[config.mk]
export PLATFORM = sky130hd
export DESIGN_NAME = animation_timeline_unit
export DESIGN_NICKNAME = d
export VERILOG_FILES = /design/src/sv/atu_pkg.sv /design/src/sv/atu_ctrl.sv /design/src/sv/atu_datapath.sv /design/src/sv/animation_timeline_unit.sv
export SDC_FILE = /design/constraint.sdc
export NUM_CORES = 2
export LEC_CHECK = 0
export BUFFER_PORTS_ARGS = -buffer_cell sky130_fd_sc_hd__buf_2
export CORE_MARGIN = 2
export CORE_UTILIZATION = 50
export DETAILED_ROUTE_END_ITERATION = 6
export PLACE_DENSITY = 0.62
export SYNTH_ARGS = -nofsm -noshare
export SYNTH_HDL_FRONTEND = slang
export SYNTH_SLANG_ARGS = --single-unit
[constraint.sdc]
create_clock -name clock -period 14.8 [get_ports clock]
set_clock_uncertainty 0.1 [all_clocks]
set_input_delay 0.74 -clock clock [delete_from_list [all_inputs] [get_ports clock]]
set_output_delay 0.74 -clock clock [all_outputs]
set_load 0.02 [all_outputs]
[src/sv/atu_pkg.sv]
// Shared types and constants of the animation timeline unit.
// Used by the controller, the datapath and the top level; depends on nothing.
package atu_pkg;

   localparam int DEFAULT_TIME_BITS     = 32;
   localparam int DEFAULT_DURATION_BITS = 24;

   localparam int CSR_INDEX_W = 3;
   localparam logic [CSR_INDEX_W-1:0] CSR_CURVE_DURATION    = 3'd0;
   localparam logic [CSR_INDEX_W-1:0] CSR_ITERATION_COUNT   = 3'd1;
   localparam logic [CSR_INDEX_W-1:0] CSR_START_INSTANT     = 3'd2;
   localparam logic [CSR_INDEX_W-1:0] CSR_OFFSET_TICKS      = 3'd3;
   localparam logic [CSR_INDEX_W-1:0] CSR_ALTERNATE_DIR     = 3'd4;
   localparam logic [CSR_INDEX_W-1:0] CSR_AWAITS_SYNC_START = 3'd5;

   localparam logic [31:0] CURVE_DURATION_RESET  = 32'd1000000;
   localparam logic [16:0] ITERATION_COUNT_RESET = 17'd1;

   typedef enum logic [2:0] {
      RS_WAIT_TICK     = 3'd0,
      RS_WAIT_TARGET   = 3'd1,
      RS_WAIT_START    = 3'd2,
      RS_WAIT_DELETION = 3'd3,
      RS_RUNNING       = 3'd4,
      RS_PAUSED        = 3'd5,
      RS_FINISHED      = 3'd6,
      RS_ABORTED       = 3'd7
   } atu_run_state_type;

   typedef enum logic [1:0] {
      OP_NONE      = 2'd0,
      OP_SET_STATE = 2'd1,
      OP_SUSPEND   = 2'd2,
      OP_RESUME    = 2'd3
   } atu_op_type;

   typedef enum logic [2:0] {
      ATU_IDLE,
      ATU_CALC,
      ATU_DECIDE,
      ATU_DIVIDE,
      ATU_OUTPUT
   } atu_fsm_type;

   typedef struct packed {
      logic accept;
      logic calc;
      logic decide;
      logic div_step;
      logic out_load;
   } atu_cmd_type;

   typedef struct packed {
      logic need_div;
   } atu_status_type;

endpackage

[src/sv/atu_ctrl.sv]
// Sequencing controller of the animation timeline unit.
// Uses atu_pkg for its state, command and status types.
module atu_ctrl #(
   parameter int STEPS = 34
) (
   input  logic                    clock,
   input  logic                    reset,
   input  logic                    req_valid,
   output logic                    req_stall,
   output logic                    rsp_valid,
   input  logic                    rsp_stall,
   input  atu_pkg::atu_status_type status,
   output atu_pkg::atu_cmd_type    cmd
);

   localparam int CNT_W = $clog2(STEPS);

   atu_pkg::atu_fsm_type state_ff, state_in;
   logic [CNT_W-1:0]     cnt_ff, cnt_in;
   logic                 rsp_valid_ff, rsp_valid_in;

   always_comb begin
      state_in = state_ff;
      unique case (state_ff)
         atu_pkg::ATU_IDLE: begin
            if (req_valid) begin
               state_in = atu_pkg::ATU_CALC;
            end
         end
         atu_pkg::ATU_CALC: begin
            state_in = atu_pkg::ATU_DECIDE;
         end
         atu_pkg::ATU_DECIDE: begin
            state_in = status.need_div ? atu_pkg::ATU_DIVIDE : atu_pkg::ATU_OUTPUT;
         end
         atu_pkg::ATU_DIVIDE: begin
            if (cnt_ff == '0) begin
               state_in = atu_pkg::ATU_OUTPUT;
            end
         end
         atu_pkg::ATU_OUTPUT: begin
            if (!rsp_valid_ff || !rsp_stall) begin
               state_in = atu_pkg::ATU_IDLE;
            end
         end
         default: begin
            state_in = atu_pkg::ATU_IDLE;
         end
      endcase
   end

   always_comb begin
      cmd          = '0;
      req_stall    = 1'b1;
      cnt_in       = cnt_ff;
      unique case (state_ff)
         atu_pkg::ATU_IDLE: begin
            req_stall  = 1'b0;
            cmd.accept = req_valid;
         end
         atu_pkg::ATU_CALC: begin
            cmd.calc = 1'b1;
         end
         atu_pkg::ATU_DECIDE: begin
            cmd.decide = 1'b1;
            cnt_in     = CNT_W'(STEPS - 1);
         end
         atu_pkg::ATU_DIVIDE: begin
            cmd.div_step = 1'b1;
            cnt_in       = cnt_ff - 1'b1;
         end
         atu_pkg::ATU_OUTPUT: begin
            cmd.out_load = !rsp_valid_ff || !rsp_stall;
         end
         default: begin
            cmd = '0;
         end
      endcase
      rsp_valid_in = cmd.out_load || (rsp_valid_ff && rsp_stall);
   end

   always_ff @(posedge clock) begin
      if (reset) begin
         state_ff     <= atu_pkg::ATU_IDLE;
         cnt_ff       <= '0;
         rsp_valid_ff <= 1'b0;
      end else begin
         state_ff     <= state_in;
         cnt_ff       <= cnt_in;
         rsp_valid_ff <= rsp_valid_in;
      end
   end

   assign rsp_valid = rsp_valid_ff;

endmodule

[src/sv/atu_datapath.sv]
// Datapath of the animation timeline unit: registers, command logic, trim and divider.
// Uses atu_pkg for codes and the command and status types; driven by atu_ctrl.
module atu_datapath #(
   parameter int TIME_BITS     = atu_pkg::DEFAULT_TIME_BITS,
   parameter int DURATION_BITS = atu_pkg::DEFAULT_DURATION_BITS,
   parameter int CSR_W         = 32
) (
   input  logic                             clock,
   input  logic                             reset,
   input  atu_pkg::atu_cmd_type             cmd,
   output atu_pkg::atu_status_type          status,
   input  logic [1:0]                       req_operation,
   input  logic [2:0]                       req_target_state,
   input  logic [TIME_BITS-1:0]             req_now,
   input  logic                             csr_write_en,
   input  logic [atu_pkg::CSR_INDEX_W-1:0]  csr_index,
   input  logic [CSR_W-1:0]                 csr_wdata,
   output logic [2:0]                       rsp_state_now,
   output logic                             rsp_finished_flag,
   output logic [DURATION_BITS-1:0]         rsp_local_time
);

   localparam int WIDE_T = (TIME_BITS > 32) ? TIME_BITS : 32;
   localparam int SW     = WIDE_T + 3;
   localparam int NB     = SW - 1;
   localparam int PW     = DURATION_BITS + 16;
   localparam int CW     = ((SW > PW) ? SW : PW) + 1;
   localparam int DB     = DURATION_BITS;

   // Configuration registers.
   logic [DB-1:0]        dur_ff;
   logic signed [16:0]   iter_ff;
   logic [TIME_BITS-1:0] start_ff;
   logic signed [31:0]   offset_ff;
   logic                 alt_ff;
   logic                 sync_ff;

   always_ff @(posedge clock) begin
      if (reset) begin
         dur_ff    <= DB'(atu_pkg::CURVE_DURATION_RESET);
         iter_ff   <= atu_pkg::ITERATION_COUNT_RESET;
         start_ff  <= '0;
         offset_ff <= '0;
         alt_ff    <= 1'b0;
         sync_ff   <= 1'b0;
      end else if (csr_write_en) begin
         unique case (csr_index)
            atu_pkg::CSR_CURVE_DURATION:    dur_ff    <= csr_wdata[DB-1:0];
            atu_pkg::CSR_ITERATION_COUNT:   iter_ff   <= csr_wdata[16:0];
            atu_pkg::CSR_START_INSTANT:     start_ff  <= csr_wdata[TIME_BITS-1:0];
            atu_pkg::CSR_OFFSET_TICKS:      offset_ff <= csr_wdata[31:0];
            atu_pkg::CSR_ALTERNATE_DIR:     alt_ff    <= csr_wdata[0];
            atu_pkg::CSR_AWAITS_SYNC_START: sync_ff   <= csr_wdata[0];
            default: begin
            end
         endcase
      end
   end

   // Run state, suspend flag, pause instant and paused total.
   atu_pkg::atu_run_state_type run_state_ff, run_state_in;
   logic                       susp_ff, susp_in;
   logic [TIME_BITS-1:0]       pause_ff, pause_in;
   logic [TIME_BITS-1:0]       total_ff, total_in;
   logic [TIME_BITS-1:0]       now_ff;
   atu_pkg::atu_run_state_type target;
   logic                       do_change;
   logic [TIME_BITS-1:0]       span;
   logic [TIME_BITS:0]         sum;

   always_comb begin
      target    = atu_pkg::atu_run_state_type'(req_target_state);
      do_change = 1'b0;
      susp_in   = susp_ff;
      unique case (atu_pkg::atu_op_type'(req_operation))
         atu_pkg::OP_NONE: begin
            do_change = 1'b0;
         end
         atu_pkg::OP_SET_STATE: begin
            do_change = !susp_ff;
         end
         atu_pkg::OP_SUSPEND: begin
            target    = atu_pkg::RS_PAUSED;
            do_change = !susp_ff;
            susp_in   = 1'b1;
         end
         atu_pkg::OP_RESUME: begin
            target    = atu_pkg::RS_RUNNING;
            do_change = 1'b1;
            susp_in   = 1'b0;
         end
         default: begin
            do_change = 1'b0;
         end
      endcase

      span = (req_now >= pause_ff) ? (req_now - pause_ff) : '0;
      sum  = {1'b0, total_ff} + {1'b0, span};

      run_state_in = run_state_ff;
      pause_in     = pause_ff;
      total_in     = total_ff;
      if (do_change) begin
         run_state_in = target;
         if (target == atu_pkg::RS_RUNNING && run_state_ff == atu_pkg::RS_PAUSED) begin
            total_in = sum[TIME_BITS] ? '1 : sum[TIME_BITS-1:0];
         end else if (target == atu_pkg::RS_PAUSED) begin
            pause_in = req_now;
         end
      end
   end

   always_ff @(posedge clock) begin
      if (reset) begin
         run_state_ff <= atu_pkg::RS_WAIT_TARGET;
         susp_ff      <= 1'b0;
         pause_ff     <= '0;
         total_ff     <= '0;
      end else if (cmd.accept) begin
         run_state_ff <= run_state_in;
         susp_ff      <= susp_in;
         pause_ff     <= pause_in;
         total_ff     <= total_in;
      end
   end

   always_ff @(posedge clock) begin
      if (cmd.accept) begin
         now_ff <= req_now;
      end
   end

   // Trimmed time, elapsed time and the end-of-run product.
   logic signed [SW-1:0] t_ff, t_in;
   logic signed [SW-1:0] elapsed_ff, elapsed_in;
   logic [PW-1:0]        prod_ff, prod_in;
   logic signed [SW-1:0] now_x, pause_x, start_x, total_x, offset_x;

   always_comb begin
      now_x      = $signed({{(SW-TIME_BITS){1'b0}}, now_ff});
      pause_x    = $signed({{(SW-TIME_BITS){1'b0}}, pause_ff});
      start_x    = $signed({{(SW-TIME_BITS){1'b0}}, start_ff});
      total_x    = $signed({{(SW-TIME_BITS){1'b0}}, total_ff});
      offset_x   = $signed({{(SW-32){offset_ff[31]}}, offset_ff});
      t_in       = ((run_state_ff == atu_pkg::RS_PAUSED) ? pause_x : (now_x + offset_x))
                   - start_x - total_x;
      elapsed_in = now_x - start_x - total_x;
      prod_in    = {{DB{1'b0}}, iter_ff[15:0]} * {16'd0, dur_ff};
   end

   always_ff @(posedge clock) begin
      if (cmd.calc) begin
         t_ff       <= t_in;
         elapsed_ff <= elapsed_in;
         prod_ff    <= prod_in;
      end
   end

   // Decision on the registered values.
   logic signed [CW-1:0] t_c, e_c, p_c, d_c;
   logic                 iter_neg, t_pos, clamp;
   logic                 fin_dec, need_div;
   logic [DB-1:0]        local_dec;

   always_comb begin
      t_c      = $signed({{(CW-SW){t_ff[SW-1]}}, t_ff});
      e_c      = $signed({{(CW-SW){elapsed_ff[SW-1]}}, elapsed_ff});
      p_c      = $signed({{(CW-PW){1'b0}}, prod_ff});
      d_c      = $signed({{(CW-DB){1'b0}}, dur_ff});
      iter_neg = iter_ff[16];
      t_pos    = !t_ff[SW-1] && (t_ff != '0);
      clamp    = !iter_neg && (t_c >= p_c);

      need_div  = 1'b0;
      local_dec = '0;
      priority if (!t_pos || iter_ff == '0) begin
         local_dec = '0;
      end else if (t_c < d_c) begin
         local_dec = t_ff[DB-1:0];
      end else if (clamp) begin
         local_dec = (alt_ff && !iter_ff[0]) ? '0 : dur_ff;
      end else if (dur_ff == '0) begin
         local_dec = '0;
      end else begin
         need_div = 1'b1;
      end

      priority if (run_state_ff == atu_pkg::RS_FINISHED || run_state_ff == atu_pkg::RS_ABORTED
                   || run_state_ff == atu_pkg::RS_WAIT_DELETION) begin
         fin_dec = 1'b1;
      end else if (sync_ff || run_state_ff != atu_pkg::RS_RUNNING || iter_neg) begin
         fin_dec = 1'b0;
      end else begin
         fin_dec = (p_c <= e_c);
      end
   end

   assign status.need_div = need_div;

   // Restoring divider: one quotient bit per step, only the last bit is kept.
   logic          fin_ff;
   logic [DB-1:0] local_ff;
   logic          need_div_ff;
   logic [NB-1:0] dividend_ff;
   logic [DB-1:0] rem_ff, rem_in;
   logic          qbit_ff, qbit_in;
   logic [DB:0]   rem_sh, rem_diff;
   logic [DB-1:0] div_res;

   always_comb begin
      rem_sh   = {rem_ff, dividend_ff[NB-1]};
      rem_diff = rem_sh - {1'b0, dur_ff};
      qbit_in  = (rem_sh >= {1'b0, dur_ff});
      rem_in   = qbit_in ? rem_diff[DB-1:0] : rem_sh[DB-1:0];
      div_res  = (alt_ff && qbit_ff) ? (dur_ff - rem_ff) : rem_ff;
   end

   always_ff @(posedge clock) begin
      if (cmd.decide) begin
         fin_ff      <= fin_dec;
         local_ff    <= local_dec;
         need_div_ff <= need_div;
         dividend_ff <= t_ff[NB-1:0];
         rem_ff      <= '0;
         qbit_ff     <= 1'b0;
      end else if (cmd.div_step) begin
         dividend_ff <= {dividend_ff[NB-2:0], 1'b0};
         rem_ff      <= rem_in;
         qbit_ff     <= qbit_in;
      end
   end

   // Output word register.
   logic [2:0]    state_out_ff;
   logic          fin_out_ff;
   logic [DB-1:0] local_out_ff;

   always_ff @(posedge clock) begin
      if (cmd.out_load) begin
         state_out_ff <= run_state_ff;
         fin_out_ff   <= fin_ff;
         local_out_ff <= need_div_ff ? div_res : local_ff;
      end
   end

   assign rsp_state_now     = state_out_ff;
   assign rsp_finished_flag = fin_out_ff;
   assign rsp_local_time    = local_out_ff;

endmodule

[src/sv/animation_timeline_unit.sv]
// Top level of the animation timeline unit: controller and datapath.
// Depends on atu_pkg, atu_ctrl and atu_datapath.
//
// Usage: each request word carries an operation (none, set run state, suspend,
// resume), a target run state and the current time. The command is applied at
// acceptance; the response word then gives the run state, the finished flag and
// the local curve time. Both channels use valid and stall; a word moves at a
// rising edge with valid high and stall low.
// After acceptance the controller passes the calc and decide states and, when
// the time must be wrapped into an iteration, the divide state, before the output
// state loads the response register. That wrap runs a restoring divider one bit
// per cycle.
// Only one word is worked on at a time; the next request is taken as soon as the
// response sits in the output register, even while the receiver stalls it. A
// stalled response holds, and a finished word waits there until it is taken.
// Reset (synchronous, active high) restores the configuration registers to
// their defaults, sets the run state to waiting for target and clears the
// suspend flag, the pause instant and the paused total.
// Configuration registers are written through csr_write_en, csr_index, csr_wdata.
module animation_timeline_unit #(
   parameter int TIME_BITS     = atu_pkg::DEFAULT_TIME_BITS,
   parameter int DURATION_BITS = atu_pkg::DEFAULT_DURATION_BITS
) (
   input  logic                                         clock,
   input  logic                                         reset,
   input  logic                                         req_valid,
   output logic                                         req_stall,
   input  logic [1:0]                                   req_operation,
   input  logic [2:0]                                   req_target_state,
   input  logic [TIME_BITS-1:0]                         req_now,
   output logic                                         rsp_valid,
   input  logic                                         rsp_stall,
   output logic [2:0]                                   rsp_state_now,
   output logic                                         rsp_finished_flag,
   output logic [DURATION_BITS-1:0]                     rsp_local_time,
   input  logic                                         csr_write_en,
   input  logic [atu_pkg::CSR_INDEX_W-1:0]              csr_index,
   input  logic [((TIME_BITS > 32) ? TIME_BITS : 32)-1:0] csr_wdata
);

   localparam int CSR_W = (TIME_BITS > 32) ? TIME_BITS : 32;
   localparam int STEPS = CSR_W + 2;

   atu_pkg::atu_cmd_type    cmd;
   atu_pkg::atu_status_type status;

   atu_ctrl #(
      .STEPS(STEPS)
   ) u_ctrl (
      .clock    (clock),
      .reset    (reset),
      .req_valid(req_valid),
      .req_stall(req_stall),
      .rsp_valid(rsp_valid),
      .rsp_stall(rsp_stall),
      .status   (status),
      .cmd      (cmd)
   );

   atu_datapath #(
      .TIME_BITS    (TIME_BITS),
      .DURATION_BITS(DURATION_BITS),
      .CSR_W        (CSR_W)
   ) u_datapath (
      .clock            (clock),
      .reset            (reset),
      .cmd              (cmd),
      .status           (status),
      .req_operation    (req_operation),
      .req_target_state (req_target_state),
      .req_now          (req_now),
      .csr_write_en     (csr_write_en),
      .csr_index        (csr_index),
      .csr_wdata        (csr_wdata),
      .rsp_state_now    (rsp_state_now),
      .rsp_finished_flag(rsp_finished_flag),
      .rsp_local_time   (rsp_local_time)
   );

endmodule

* Word-level counts from Yosys, hierarchy flattened *
Cells that the tools add are included.

word-level totals
  register bits after elaboration = 440
  input port bits = 77
  output and inout port bits = 30
  word-level logic and storage cells = 138

cells by class
  $add $sub $neg = 10
  $mul = 1
  $lt $le $gt $ge = 5
  eq/ne operators = 22
  mux-type cells = 31
  bitwise operators = 1
  reduce and logical (&&, ||, !) cells = 42

operators with widths
  kind                count
  $mux 24             6
  $sub 35x33->35      3
  $mux 34             2
  $mux 32             2
  $sub 24x24->24      2
  $ge 35x41->1        1
  $le 41x35->1        1
  $mul 16x24->40      1
  $lt 35x25->1        1
  $mux 35             1
  $reduce_bool 35->1  1
  $add 33x32->34      1
  $add 32x32->33      1
  $sub 32x32->33      1
  $ge 32x32->1        1
  $sub 32x32->32      1
  $ge 25x24->1        1
  $eq 3x3->1 const B  8
  $logic_not 24->1    1
  $logic_not 17->1    1
  $reduce_and 2->1    8
  $eq 3x2->1 const B  5
  $pmux 3 s5          1
  $mux 3              4
  other kinds (23)    57

* Logic depth before layout (Yosys ltp) *
  word-level depth = 7
  mapped depth = 28
  depth with buffers taken out = 25

* Cells and area by module *
From an unflattened synthesis, not the netlist that was laid out.

unflattened totals
  cells, all modules = 4974
  area total of the unflattened synthesis = 43772.0 um^2

by module, submodules not included
  module        instances  cells an instance  area an instance (um^2)  sequential area each (um^2)
  atu_datapath  1          4901               43173.9                  10880.4
  atu_ctrl      1          73                 598.1                    200.2

* Least setup slack after synthesis *
No wires, ideal clock.

  kind = register -> register
  start = reg u_datapath.dur_ff[8]
  end = reg u_datapath.prod_ff[39], data pin
  setup time = 0.262 ns
  arrival time = 6.318 ns
  data required time = 14.438 ns
  slack = 8.120 ns
  stages on the path, launching flop included = 26
  clock period less this slack = 6.680 ns
  cells stage by stage = dfxtp_1 -> clkbuf_1 -> clkbuf_1 -> nand2_1 -> fa_1 -> inv_1 -> fa_1 -> inv_1 -> fa_1 -> inv_1 -> fa_1 -> fa_1 -> inv_1 -> fa_1 -> inv_1 -> ha_1 -> a21oi_1 -> nand2_1 -> a211oi_1 -> o41ai_1 -> nor3b_2 -> o41ai_2 -> a31oi_2 -> a31oi_1 -> nor3_1 -> xnor2_1

on the way
  cells in the longest elaborated chain, start to end = 1

ends and longest elaborated chain
  element                     line                 text
  from (decl)                 atu_datapath.sv:31   logic [DB-1:0] dur_ff;
  from (signal assigned)      atu_datapath.sv:40   dur_ff <= DB'(atu_pkg::CURVE_DURATION_RESET);
  from (signal assigned)      atu_datapath.sv:48   atu_pkg::CSR_CURVE_DURATION: dur_ff <= csr_wdata[DB-1:0];
  $mul 16x24->40              atu_datapath.sv:148  prod_in = {{DB{1'b0}}, iter_ff[15:0]} * {16'd0, dur_ff};
  net u_datapath.prod_in[39]  atu_datapath.sv:136  logic [PW-1:0] prod_ff, prod_in;
  to (signal assigned)        atu_datapath.sv:155  prod_ff <= prod_in;
  to (decl)                   atu_datapath.sv:136

The timed path passes the listed nets, and every way through them passes these cells.
A chain may end at the register's enable or synchronous reset.

* Final worst setup path *
  start = reg u_datapath.iter_ff[9]
  end = reg u_datapath.prod_ff[39], data pin

on the way
  cells in the longest elaborated chain, start to end = 1

ends and longest elaborated chain
  element                     line                 text
  from (decl)                 atu_datapath.sv:32   logic signed [16:0] iter_ff;
  from (signal assigned)      atu_datapath.sv:41   iter_ff <= atu_pkg::ITERATION_COUNT_RESET;
  from (signal assigned)      atu_datapath.sv:49   atu_pkg::CSR_ITERATION_COUNT: iter_ff <= csr_wdata[16:0];
  $mul 16x24->40              atu_datapath.sv:148
  net u_datapath.prod_in[39]  atu_datapath.sv:136

The timed path passes the listed nets, and every way through them passes these cells.

==> metrics.txt <==
outcome=finished, violations left; failing checks=DRC; post-synthesis sequential area ratio=25.23%; Hold WC Path Type=in -> reg; 1st-iter DRT viols=about 2800; postcts setup bufs=0; # placed instances=6163; Synth Warn #=0; Hold Slack=211.8 ps; DP HPWL=roughly 100000 um; Core Footprint=87020 um^2; Max Clock Freq=~130 MHz; CP Launch Type=flip-flop; Sinks on Clock Net=between 400 and 500; initial antenna violation count=2; post-synth top area share=15.68%; Placed Area=45810 um^2; minimum clock period=7587 ps; CTS buffer count=53; Netlist cell types=91; Static Leak=between 0.02 and 0.025 uW; TritonRoute pass-1 iters=7; Seq cells post-synth=440; gr ovfl total=0; WL/cell=between 20 and 25 um; GRT Total Usage=29.63%; htree depth=2; Die Wd=about 300 um; final WL=131600 um; syn avg cell area=8.765 um^2; Die H=~300 um; Final Hold Fails=0; footprint of the multi-input gates=29410 um^2; Compound-Gate Fraction of Synth Area=16.72%; Port Buffers=106; cts hold-fix bufs=0; setup_tns=0 ps; Final Setup Violations=0; most frequent cells in the layout=inv_1 (749), nand2_1 (655), ha_1 (463), a21oi_1 (410), fa_1 (345); first-pass GRT wire length=slightly above 200000 um; TritonCTS clock tree=yes; CP required=approximately 15000 ps; Fillers=between 8000 and 9000; GPL Wtd Cong=0.9590; storage element area=11110 um^2; Reg clk slew, reported paths=approximately 60 ps; vias in the first global route=35470; adder-cell share of the synthesized area=28.84%; Gate Count Post-Synth=5024; via count=35350; RR Startpoint=u_datapath.iter_ff[9]; Post-Synth Simple-Gate Area=14.97%; worst skew pair latency=650 ps; mux cell area share after synthesis=1.355%; period utilization=about half; Finished Layout Cells=6262; Peak VDD IR=about 0.000096 V; ANT nets after route=0; critical path class=reg -> reg; MaxCap Viol Count=0; unrepaired setup endpoints after global routing=false; share of flip-flops with an asynchronous set or reset=0%; xor/xnor share of the synthesized area=4.794%; Bufs on Longest Clock Path=3; power density of the placed cells=roughly 86 nW/um^2; DRC=9; syn nets=5909; biggest area consumer among synthesized cells=fa_1; site row count=108; Slew headroom=between 10% and 20%; commonest non-fill, non-tap cell in the layout=inv_1; hold path start=req_now[22]; Area Overhead vs Synth=8.121%; CP endpoint kind=flip-flop; Final nets=5948; Slew @ Worst Pin=approximately 1200 ps; io pins=107; Mapped Area=between 40000 and 50000 um^2; PostCTS Resize Cnt=0; share of cells above drive strength 1=7.188%; Pins Over Slew Limit=0; routed vias/inst=5.645; Worst Setup SP=u_datapath.iter_ff[9]; pin count of the biggest net entering global routing=73; fin area=47610 um^2; worst-path maximum fanout=15; Worst EP arrival=7860 ps; die area=about 90000 um^2; EDFF count, synth=230; initial core utilization=50.60%; top post-synthesis cells by area=fa_1 (16%), edfxtp_1 (16%), ha_1 (13%); clock root buffer=clkbuf_16; Synth Flop Type=edfxtp_1; largest family of logic cells by synthesized area=adder cells; overall power=4097 uW
## metrics by stage
step,utilization [%],setup slack (ps)
4_1_cts,54.71,7340
5_1_grt,54.71,6937
6_report,54.71,7213
3_5_place_dp,52.64,7380
3_3_place_gp,52.64,7429
2_1_floorplan,-,8120
## where the power goes
part | switching [uW] | internal (uW) | leakage (uW)
logic | 750 | 479 | 0.0165
clock network | 572 | 796 | 0.000875
registers | 93.2 | 1410 | 0.00383
## metal layers
metal | part of all wire, % | up-vias | global-route usage (%)
met5 | 0.0099 | - | 0
met4 | 5.9 | 2 | 15.27
met3 | 6.4 | 283 | 4.257
met2 | 45 | 1109 | 47.27
met1 | 43 | 16970 | 39.24
li1 | - | 16990 | -
## final cells by class
cell class              instances  area share [%]
clock inverters                28          0.7490
diodes                          1        0.005256
multi-input cells            3647           61.77
clock buffers                  70           3.028
well taps                    1155           3.035
repair buffers                172           2.168
inverters                     749           5.905
flip-flops and latches        440           23.34
## synth_stat cells, types with 156 or more instances
cell	number
dfxtp_1	210
clkbuf_1	170
nor2_1	282
nand2_1	655
and2_1	169
a21oi_1	412
a21o_1	156
ha_1	463
inv_1	749
edfxtp_1	230
fa_1	345
## sequential cells by signal, summed over array words and instances, names as in the netlist, 3 cells and up
register,count
u_ctrl.cnt_ff,6
u_ctrl.state_ff,3
u_datapath.dividend_ff,34
u_datapath.dur_ff,24
u_datapath.elapsed_ff,35
u_datapath.iter_ff,17
u_datapath.local_ff,24
u_datapath.now_ff,32
u_datapath.offset_ff,32
u_datapath.pause_ff,32
u_datapath.prod_ff,40
u_datapath.rem_ff,24
u_datapath.rsp_local_time,24
u_datapath.rsp_state_now,3
u_datapath.run_state_ff,3
u_datapath.start_ff,32
u_datapath.t_ff,35
u_datapath.total_ff,32
## cells by family after synthesis
logic type | count (synthesis)
simple gates | 1439
compound gates | 1104
buf+inv | 937
fa+ha+maj | 808
flops | 440
xor+xnor | 241
mux | 55
## final timing paths
check / endpoint / slack [ps] / depth (start not counted)
worst max-delay path: u_datapath.prod_ff[39] / 7210 / 24
worst min-delay path: u_datapath.now_ff[22] / 210 / 1
worst max register to register: u_datapath.prod_ff[39] / 7210 / 24
worst min register to register: u_datapath.rsp_finished_flag / 340 / 0
## critical path, stage by stage (launching register included)
cell	delay [ps]
dfxtp_1	690
buf_4	320
nand2_1	100
fa_1	540
inv_1	50
fa_1	500
inv_1	50
fa_1	480
inv_1	60
fa_1	500
fa_1	540
inv_1	50
fa_1	520
inv_1	40
ha_1	360
a21oi_1	90
nand2_1	90
a211oi_1	60
o41ai_1	820
nor3b_2	480
o41ai_2	150
a31oi_2	250
a31oi_1	130
nor3_1	240
xnor2_1	100
Note: power is estimated with default switching activity, not from simulation.
